`config.mk`:
```
export PLATFORM = sky130hd
export DESIGN_NAME = aabb_body_physics_step_flat
export DESIGN_NICKNAME = d
export VERILOG_FILES = /design/src/rtl/abps_pkg.sv /design/src/rtl/abps_if.sv /design/src/rtl/aabb_body_physics_step.sv /design/src/rtl/abps_front.sv /design/src/rtl/abps_back.sv /design/src/flat_wrapper.sv
export SDC_FILE = /design/constraint.sdc
export NUM_CORES = 2
export LEC_CHECK = 0
export ABC_AREA = 1
export BUFFER_PORTS_ARGS = -buffer_cell sky130_fd_sc_hd__buf_2
export CAP_MARGIN = 20
export CORE_MARGIN = 2
export CORE_UTILIZATION = 50
export DETAILED_ROUTE_END_ITERATION = 12
export PLACE_DENSITY = 0.68
export SLEW_MARGIN = 20
export SYNTH_ARGS = -nofsm -noshare
export SYNTH_HDL_FRONTEND = slang
export SYNTH_SLANG_ARGS = --single-unit
```
`constraint.sdc`:
```
create_clock -name i_clk -period 16.6 [get_ports i_clk]
set_input_delay 2.49 -clock i_clk [delete_from_list [all_inputs] [get_ports i_clk]]
set_output_delay 2.49 -clock i_clk [all_outputs]
set_load 0.01 [all_outputs]
```
`src/rtl/abps_pkg.sv`:
```
// package for the aabb body physics step block
`timescale 1ns / 1ps
package abps_pkg;
    localparam int MaxBodies = 16;
    localparam int IdxW      = $clog2(MaxBodies);
    localparam int CntW      = $clog2(MaxBodies + 1);

    typedef enum logic [1:0] {
        MODE_WRITE = 2'd0,
        MODE_STEP  = 2'd1,
        MODE_READ  = 2'd2,
        MODE_NONE  = 2'd3
    } t_mode;

    localparam int CfgBodyCount = 0;
    localparam int CfgGravity   = 1;

    localparam int KindDynamic  = 0;
    localparam int KindCollider = 1;
    localparam int KindGravity  = 2;

    typedef struct packed {
        logic [1:0]         mode;
        logic [3:0]         body_index;
        logic signed [31:0] pos_x;
        logic signed [31:0] pos_y;
        logic [30:0]        size_x;
        logic [30:0]        size_y;
        logic signed [31:0] vel_x;
        logic signed [31:0] vel_y;
        logic [2:0]         body_kind;
        logic [19:0]        delta;
        logic               focused;
    } t_in;

    typedef struct packed {
        logic signed [31:0] out_pos_x;
        logic signed [31:0] out_pos_y;
        logic signed [31:0] out_vel_x;
        logic signed [31:0] out_vel_y;
        logic [2:0]         out_kind;
        logic               step_done;
    } t_out;

    // front to back command after classification
    typedef struct packed {
        t_mode      mode;
        logic       idx_ok;
        logic       run;
        t_in        item;
    } t_cmd;

    typedef enum logic [3:0] {
        ST_IDLE, ST_BODY, ST_MULX, ST_ADDX, ST_RESX, ST_MULY, ST_ADDY,
        ST_RESY, ST_GRAV, ST_GADD, ST_OUT
    } t_state;

    function automatic logic signed [31:0] sat32(input logic signed [47:0] v);
        if (v > 48'sd2147483647) return 32'sh7fffffff;
        if (v < -48'sd2147483648) return 32'sh80000000;
        return v[31:0];
    endfunction

    // floor of (a*b)>>16, a signed 32, b unsigned up to 31 bits
    function automatic logic signed [47:0] qshift(input logic signed [63:0] p);
        return p[63:16];
    endfunction
endpackage

```
`src/rtl/abps_if.sv`:
```
// valid ready channel interface
`timescale 1ns / 1ps
interface abps_if #(parameter int W = 8);
    logic         valid;
    logic         ready;
    logic [W-1:0] data;
    modport source (output valid, output data, input ready);
    modport sink (input valid, input data, output ready);
endinterface

```
`src/rtl/aabb_body_physics_step.sv`:
```
// top level of the aabb body physics step block
// write and read: a command leaves the queue via IDLE and OUT into the result register
// step: dynamic bodies scan all n bodies per moving axis (n clamped count)
// a two entry command queue lets input beats in while the back end works
// reset (synchronous, active low) clears control, configuration registers and queue; table undefined
`timescale 1ns / 1ps
module aabb_body_physics_step (
    input  logic        i_clk,
    input  logic        i_rst_n,
    input  logic        i_cfg_we,
    input  logic        i_cfg_index,
    input  logic [30:0] i_cfg_data,
    abps_if.sink        in_ch,
    abps_if.source      out_ch
);
    import abps_pkg::*;
    logic [4:0]  r_body_count;
    logic [30:0] r_gravity;
    t_cmd        cmd;
    logic        cmd_valid;
    logic        cmd_pop;

    // configuration registers
    always_ff @(posedge i_clk) begin
        if (!i_rst_n) begin
            r_body_count <= '0;
            r_gravity    <= '0;
        end else if (i_cfg_we) begin
            if (i_cfg_index == 1'(CfgBodyCount)) r_body_count <= i_cfg_data[4:0];
            if (i_cfg_index == 1'(CfgGravity)) r_gravity <= i_cfg_data;
        end
    end

    abps_front u_front (
        .i_clk, .i_rst_n, .in_ch,
        .o_cmd(cmd), .o_cmd_valid(cmd_valid), .i_cmd_pop(cmd_pop)
    );

    abps_back u_back (
        .i_clk, .i_rst_n, .i_cmd(cmd), .i_cmd_valid(cmd_valid), .o_cmd_pop(cmd_pop),
        .i_body_count(r_body_count), .i_gravity(r_gravity), .out_ch
    );
endmodule

```
`src/rtl/abps_front.sv`:
```
// front: accepts items, classifies them and queues commands
`timescale 1ns / 1ps
module abps_front (
    input  logic              i_clk,
    input  logic              i_rst_n,
    abps_if.sink              in_ch,
    output abps_pkg::t_cmd    o_cmd,
    output logic              o_cmd_valid,
    input  logic              i_cmd_pop
);
    import abps_pkg::*;
    // two entry queue
    t_cmd       r_q [2];
    logic [1:0] r_cnt;
    logic       r_rd;
    logic       r_wr;
    t_cmd       n_c;
    logic       push;
    logic       pop;

    assign in_ch.ready = (r_cnt != 2'd2);
    assign push = in_ch.valid && in_ch.ready;
    assign pop  = i_cmd_pop && (r_cnt != 2'd0);
    assign o_cmd = r_q[r_rd];
    assign o_cmd_valid = (r_cnt != 2'd0);

    always_comb begin
        n_c.item   = t_in'(in_ch.data);
        n_c.mode   = t_mode'(n_c.item.mode);
        n_c.idx_ok = ({1'b0, n_c.item.body_index} < (IdxW + 1)'(MaxBodies));
        n_c.run    = n_c.item.focused;
    end

    always_ff @(posedge i_clk) begin
        if (push) r_q[r_wr] <= n_c;
        if (!i_rst_n) begin
            r_cnt <= '0;
            r_rd  <= 1'b0;
            r_wr  <= 1'b0;
        end else begin
            if (push) r_wr <= ~r_wr;
            if (pop) r_rd <= ~r_rd;
            r_cnt <= r_cnt + 2'(push) - 2'(pop);
        end
    end

    a_cnt: assert property (@(posedge i_clk) disable iff (!i_rst_n) r_cnt != 2'd3)
        else $error("queue count overflow");
    a_full: assert property (@(posedge i_clk) disable iff (!i_rst_n)
        (r_cnt == 2'd2 && !pop) |=> !in_ch.ready) else $error("full queue took beat");
    a_pop: assert property (@(posedge i_clk) disable iff (!i_rst_n)
        (r_cnt == 2'd0) |-> !o_cmd_valid) else $error("empty queue shows command");
endmodule

```
`src/rtl/abps_back.sv`:
```
// back: body table and sequencer for write, read and step
`timescale 1ns / 1ps
module abps_back (
    input  logic            i_clk,
    input  logic            i_rst_n,
    input  abps_pkg::t_cmd  i_cmd,
    input  logic            i_cmd_valid,
    output logic            o_cmd_pop,
    input  logic [4:0]      i_body_count,
    input  logic [30:0]     i_gravity,
    abps_if.source          out_ch
);
    import abps_pkg::*;
    // table in flip-flops, read at the two sequencer indexes and at the command index
    logic signed [31:0] r_px [MaxBodies];
    logic signed [31:0] r_py [MaxBodies];
    logic [30:0]        r_ex [MaxBodies];
    logic [30:0]        r_ey [MaxBodies];
    logic signed [31:0] r_vx [MaxBodies];
    logic signed [31:0] r_vy [MaxBodies];
    logic [2:0]         r_kd [MaxBodies];

    t_state r_st, n_st;
    logic [IdxW-1:0] r_i, r_j;
    logic [CntW-1:0] r_n;
    logic [19:0]     r_dt;
    logic signed [63:0] r_prod;
    logic signed [31:0] r_v;
    logic            r_pos;
    logic            r_ovalid;
    t_out            r_out;
    t_out            n_out;
    logic            i_last, j_last, hit, grav;

    logic signed [33:0] ax0, ax1, bx0, bx1, ay0, ay1, by0, by1;
    logic signed [47:0] d;
    logic signed [33:0] snap;

    assign out_ch.valid = r_ovalid;
    assign out_ch.data  = r_out;
    assign o_cmd_pop = (r_st == ST_OUT) && !r_ovalid;

    assign i_last = ({1'b0, r_i} + 1'b1) >= r_n;
    assign j_last = ({1'b0, r_j} + 1'b1) >= r_n;
    assign grav = r_kd[r_i][KindGravity] && (i_gravity != '0);
    assign ax0 = 34'(r_px[r_i]);
    assign ax1 = ax0 + 34'({1'b0, r_ex[r_i]});
    assign bx0 = 34'(r_px[r_j]);
    assign bx1 = bx0 + 34'({1'b0, r_ex[r_j]});
    assign ay0 = 34'(r_py[r_i]);
    assign ay1 = ay0 + 34'({1'b0, r_ey[r_i]});
    assign by0 = 34'(r_py[r_j]);
    assign by1 = by0 + 34'({1'b0, r_ey[r_j]});
    assign hit = (r_j != r_i) && r_kd[r_j][KindCollider]
        && ax0 < bx1 && ax1 > bx0 && ay0 < by1 && ay1 > by0;
    assign d = qshift(r_prod);

    always_comb begin
        snap = '0;
        if (r_st == ST_RESX) snap = r_pos ? bx0 - 34'({1'b0, r_ex[r_i]}) : bx1;
        else snap = r_pos ? by0 - 34'({1'b0, r_ey[r_i]}) : by1;
    end

    always_comb begin
        n_st = r_st;
        unique case (r_st)
            ST_IDLE: if (i_cmd_valid) begin
                n_st = ST_OUT;
                if (t_mode'(i_cmd.mode) == MODE_STEP && i_cmd.run && i_body_count != '0)
                    n_st = ST_BODY;
            end
            ST_BODY: begin
                if (!r_kd[r_i][KindDynamic]) n_st = i_last ? ST_OUT : ST_BODY;
                else if (r_vx[r_i] != '0) n_st = ST_MULX;
                else n_st = ST_MULY;
            end
            ST_MULX: n_st = ST_ADDX;
            ST_ADDX: n_st = ST_RESX;
            ST_RESX: if (j_last) n_st = ST_MULY;
            ST_MULY: n_st = (r_vy[r_i] != '0) ? ST_ADDY : ST_GRAV;
            ST_ADDY: n_st = ST_RESY;
            ST_RESY: if (j_last) n_st = ST_GRAV;
            ST_GRAV: n_st = grav ? ST_GADD : (i_last ? ST_OUT : ST_BODY);
            ST_GADD: n_st = i_last ? ST_OUT : ST_BODY;
            ST_OUT:  if (!r_ovalid) n_st = ST_IDLE;
            default: n_st = ST_IDLE;
        endcase
    end

    always_ff @(posedge i_clk) begin
        case (r_st)
            ST_IDLE: if (i_cmd_valid) begin
                r_dt <= i_cmd.item.delta;
                r_n  <= (i_body_count > 5'(MaxBodies)) ? CntW'(MaxBodies)
                                                      : CntW'(i_body_count);
                r_i  <= '0;
                r_j  <= '0;
                if (t_mode'(i_cmd.mode) == MODE_WRITE && i_cmd.idx_ok) begin
                    r_px[i_cmd.item.body_index[IdxW-1:0]] <= i_cmd.item.pos_x;
                    r_py[i_cmd.item.body_index[IdxW-1:0]] <= i_cmd.item.pos_y;
                    r_ex[i_cmd.item.body_index[IdxW-1:0]] <= i_cmd.item.size_x;
                    r_ey[i_cmd.item.body_index[IdxW-1:0]] <= i_cmd.item.size_y;
                    r_vx[i_cmd.item.body_index[IdxW-1:0]] <= i_cmd.item.vel_x;
                    r_vy[i_cmd.item.body_index[IdxW-1:0]] <= i_cmd.item.vel_y;
                    r_kd[i_cmd.item.body_index[IdxW-1:0]] <= i_cmd.item.body_kind;
                end
            end
            ST_BODY: if (!r_kd[r_i][KindDynamic]) r_i <= r_i + 1'b1;
            ST_MULX: begin
                r_v <= r_vx[r_i];
                r_prod <= 64'(r_vx[r_i]) * 64'({1'b0, r_dt});
            end
            ST_ADDX: begin
                r_px[r_i] <= sat32(48'(r_px[r_i]) + d);
                r_vx[r_i] <= sat32(48'(r_v) - d);
                r_pos <= (r_v > 0);
                r_j <= '0;
            end
            ST_RESX: begin
                if (hit) begin
                    r_px[r_i] <= sat32(48'(snap));
                    r_vx[r_i] <= '0;
                end
                r_j <= r_j + 1'b1;
            end
            ST_MULY: begin
                r_v <= r_vy[r_i];
                r_prod <= 64'(r_vy[r_i]) * 64'({1'b0, r_dt});
            end
            ST_ADDY: begin
                r_py[r_i] <= sat32(48'(r_py[r_i]) + d);
                if (!(r_v < 0 && grav)) r_vy[r_i] <= sat32(48'(r_v) - d);
                r_pos <= (r_v > 0);
                r_j <= '0;
                // downward gravity body: first gravity term follows
                r_prod <= 64'({1'b0, i_gravity}) * 64'({1'b0, r_dt});
            end
            ST_RESY: begin
                if (hit) begin
                    r_py[r_i] <= sat32(48'(snap));
                    r_vy[r_i] <= '0;
                end
                r_j <= r_j + 1'b1;
                // first gravity term lands before any later hit clears it
                if (r_j == '0 && r_v < 0 && grav && !hit)
                    r_vy[r_i] <= sat32(48'(r_v) - d);
            end
            ST_GRAV: begin
                r_prod <= 64'({1'b0, i_gravity}) * 64'({1'b0, r_dt});
                if (!grav) r_i <= r_i + 1'b1;
            end
            ST_GADD: begin
                r_vy[r_i] <= sat32(48'(r_vy[r_i]) - d);
                r_i <= r_i + 1'b1;
            end
            default: ;
        endcase
    end

    always_comb begin
        n_out = '0;
        if (t_mode'(i_cmd.mode) == MODE_STEP) n_out.step_done = 1'b1;
        if (t_mode'(i_cmd.mode) == MODE_READ && i_cmd.idx_ok) begin
            n_out.out_pos_x = r_px[i_cmd.item.body_index[IdxW-1:0]];
            n_out.out_pos_y = r_py[i_cmd.item.body_index[IdxW-1:0]];
            n_out.out_vel_x = r_vx[i_cmd.item.body_index[IdxW-1:0]];
            n_out.out_vel_y = r_vy[i_cmd.item.body_index[IdxW-1:0]];
            n_out.out_kind  = r_kd[i_cmd.item.body_index[IdxW-1:0]];
        end
    end

    // result register
    always_ff @(posedge i_clk) begin
        if (!i_rst_n) begin
            r_st     <= ST_IDLE;
            r_ovalid <= 1'b0;
        end else begin
            r_st <= n_st;
            if (r_ovalid && out_ch.ready) r_ovalid <= 1'b0;
            else if (r_st == ST_OUT && !r_ovalid) r_ovalid <= 1'b1;
        end
        if (r_st == ST_OUT && !r_ovalid) r_out <= n_out;
    end

    a_pop: assert property (@(posedge i_clk) disable iff (!i_rst_n)
        o_cmd_pop |-> i_cmd_valid) else $error("pop without command");
    a_res: assert property (@(posedge i_clk) disable iff (!i_rst_n)
        (r_st == ST_RESX || r_st == ST_RESY) |-> {1'b0, r_j} < r_n)
        else $error("collider index past count");
    a_out: assert property (@(posedge i_clk) disable iff (!i_rst_n)
        o_cmd_pop |=> r_ovalid) else $error("result not raised");
endmodule
```
`src/flat_wrapper.sv`:
```
// flat-port wrapper written by rule: the top's interface ports become plain ports
module aabb_body_physics_step_flat import abps_pkg::*;
  (i_clk, i_rst_n, i_cfg_we, i_cfg_index, i_cfg_data, in_ch_valid, in_ch_data, in_ch_ready, out_ch_valid, out_ch_data, out_ch_ready);
  abps_if in_ch_i ();
  abps_if out_ch_i ();
  input  logic i_clk;
  input  logic i_rst_n;
  input  logic i_cfg_we;
  input  logic i_cfg_index;
  input  logic [30:0] i_cfg_data;
  input wire logic [$bits(in_ch_i.valid)-1:0] in_ch_valid;
  input wire logic [$bits(in_ch_i.data)-1:0] in_ch_data;
  output wire logic [$bits(in_ch_i.ready)-1:0] in_ch_ready;
  output wire logic [$bits(out_ch_i.valid)-1:0] out_ch_valid;
  output wire logic [$bits(out_ch_i.data)-1:0] out_ch_data;
  input wire logic [$bits(out_ch_i.ready)-1:0] out_ch_ready;
  assign in_ch_i.valid = in_ch_valid;
  assign in_ch_i.data = in_ch_data;
  assign in_ch_ready = in_ch_i.ready;
  assign out_ch_valid = out_ch_i.valid;
  assign out_ch_data = out_ch_i.data;
  assign out_ch_i.ready = out_ch_ready;
  aabb_body_physics_step u_core (.i_clk(i_clk), .i_rst_n(i_rst_n), .i_cfg_we(i_cfg_we), .i_cfg_index(i_cfg_index), .i_cfg_data(i_cfg_data), .in_ch(in_ch_i), .out_ch(out_ch_i));
endmodule
```
==> metrics.cfg <==
[clocking]
path_clk_slew_ns=0.06
cts_hold_buf=0
post_cts_resized=0
cts_buffer_depth=3
cts_root_buf=clkbuf_16
cts_tree=done
cts_htree_levels=3
clkSinkCount=1177
post_cts_buffers=0
worstSkewPairLatency_ns=0.79
cts_made_buffers=118

[yosys]
synth.most_common_cell=nor2_1
seq_area_frac_synth_pct=43.9
muxShareOfSynthArea_pct=0.0993
synth_xor_area_share_pct=1.06
async_flop_share_pct=0
netlist_area_sq_um=79300
avgSynthCellArea_sq_um=9.44
synth_compound_area_share_pct=11.2
synth_top_area_share_pct=42.7
ys_top_cells_by_count=nor2_1 (1293), inv_1 (1248), nand2_1 (1240), edfxtp_1 (1127), o21ai_0 (691)
synthFlopType=edfxtp_1
synth_edf_count=1127
synth-simple-area-share_pct=14.6
synthTopCellsByArea=edfxtp_1 (43%), fa_1 (12%), ha_1 (8.8%)
yosys.area.top_type=edfxtp_1
synth_top_family_by_area=adder cells
yosys_warnings=0
synth_adder_area_share_pct=20.7
syn_inst=8402
synth-seq-cells=1177
synth_cell_types=70

[layout]
drive_above_1_share_pct=5.69
fill_cells=13906
area_growth_pct=7.68
seqCellArea_sq_um=34900
nets=9373
fin_cells=10473
multi_input_comb_area_sq_um=38300

[sta]
skew_ns=0.0603
finalSetupViolCount=0
relSlewSlack_pct=26.4
rsz0062_at_grt=false
period_share_pct=60.8
slew_viol_final=0
fmax_ghz=0.0991
tightest_slew_ns=1.10
hold_viol=0
min_period_ns=10.09
setup_tns_ns=0

[setup_path]
path_delay_family=adder cells
critPathBufInv=8
arrival_ns=10.56
cp-end-kind=register
cp_max_fo=102
crit_top_cell=inv_1
slowest_stage=buf_4
max_stage_delay_ns=0.90
worst_ep_required_time_ns=17.07
critical_path_class=register to register
cp-start-kind=register

[placed_design]
hpwl_mm=161
place_inst=10248
place_congestion=1.00
io_buffer_count=45

[floorplanning]
ios=55
placementRows=146
dieHeight_microns=402
die-area_sq_um=162000
die_x_microns=402
floorplan.initialDensity_pct=50.2
coreArea_sq_um=158000

[global_routing]
grt_usage_pct=29.1
grt_antenna_before_repair=5
grt_pass1_vias=59400
grt_pass1_wl_mm=357
gr-total-overflow=0
grt_max_degree=232

[drt]
route.detailed.drc=0
vias=60365
ant_nets=0
wire_per_inst_microns=22.5
drt_iter0_drc=6413
first_pass_iters=8
vias_per_cell=5.76
drt-total-wl_mm=236

[status]
status=finished clean

[job]
cap_violations=0

[hold_path]
hold_path_class=register to register

==> metrics by stage <==
stage | worst slack (ns) | util (%) | instance area (sq um) | hold WS (ns)
after floorplan | 9.96 | - | 79400 | 0.426
after global placement | 6.86 | 51.5 | 81400 | 0.439
after detailed placement | 6.75 | 51.5 | 81400 | 0.451
after CTS | 6.65 | 54.0 | 85300 | 0.460
after global routing | 5.98 | 54.1 | 85400 | 0.493
final | 6.51 | 54.1 | 85400 | 0.458
==> path summary, 6_finish.rpt <==
check / cells after the start / slack, ns / endpoint / from
worst max-delay path: 29 / 6.51 / u_core.u_back.r_prod[42] / register
worst min-delay path: 1 / 0.46 / register / u_core.u_front.r_rd
worst max register to register: 29 / 6.51 / u_core.u_back.r_prod[42] / register
worst min register to register: 1 / 0.46 / register / u_core.u_front.r_rd
==> per-layer routing <==
| metal | global-route usage (%) | part of all wire, % | vias to the layer above |
|---|---|---|---|
| li1 | - | - | 27710 |
| met1 | 39.5 | 41 | 29654 |
| met2 | 46.8 | 46 | 2545 |
| met3 | 4.12 | 8.0 | 454 |
| met4 | 12.5 | 4.5 | 2 |
| met5 | 0 | 0.0051 | - |
==> worst register-to-register path: cells and delay by family (launching register included) <==
kind	cells	cell delay, ns
compound gates	8	1.93
buf+inv	8	2.94
fa+ha+maj	8	3.21
flops	1	0.71
simple gates	5	1.00
==> sequential cells by signal, summed over array words and instances (netlist names), named ones only <==
name	flops
u_core.r_gravity	31
u_core.u_front.r_wr	1
u_core.u_front.r_cnt	2
u_core.u_back.r_j	4
u_core.u_back.r_i	4
u_core.u_back.r_st	4
u_core.u_back.out_ch.valid	1
u_core.u_back.r_vy	512
u_core.u_back.r_n	5
u_core.u_back.r_v	32
u_core.r_body_count	5
u_core.u_back.r_prod	37
u_core.u_front.r_rd	1
u_core.u_back.r_vx	512
u_core.u_front.r_q	14
u_core.u_back.r_dt	7
==> final cells by class <==
cell class / count / share of cell area (%)
diodes: 1 / 0.00293
clock buffers: 146 / 3.61
clock inverters: 76 / 0.975
inverters: 1294 / 5.71
multi-input cells: 5572 / 44.8
flip-flops and latches: 1177 / 40.8
well taps: 2072 / 3.03
repair buffers: 135 / 1.07
==> cells in the final DEF, fill, tap and decap left out, drive strengths merged, types with 6 or more instances in the layout <==
cell / netlist / layout
a211oi: 10 / 10
a21boi: 6 / 6
a21o: 26 / 26
a21oi: 338 / 338
a31oi: 50 / 50
and3: 8 / 8
buf: 129 / 134
bufinv: 0 / 13
clkbuf: 237 / 147
clkinv: 9 / 60
clkinvlp: 0 / 7
conb: 1 / 8
dfxtp: 50 / 50
edfxtp: 1127 / 1127
fa: 475 / 475
ha: 555 / 555
inv: 1285 / 1290
mux2: 7 / 7
nand2: 1260 / 1260
nand3: 249 / 249
nand3b: 7 / 7
nand4: 26 / 26
nor2: 1298 / 1298
nor3: 36 / 36
nor4: 8 / 8
o211ai: 79 / 79
o21a: 25 / 25
o21ai: 728 / 728
o21bai: 21 / 21
o221ai: 171 / 171
o22ai: 43 / 43
or2: 18 / 18
xnor2: 28 / 28
xor2: 68 / 68
==> cell families after synthesis <==
| family | count (synthesis) |
|---|---|
| compound gates | 1518 |
| other cells | 1 |
| buf+inv | 1660 |
| simple gates | 2913 |
| flops | 1177 |
| fa+ha+maj | 1030 |
| xor+xnor | 96 |
| mux | 7 |
Power is left out: the tool's default activity adds up to more than one toggle a clock period on the data nets, which glitch-free logic cannot reach.
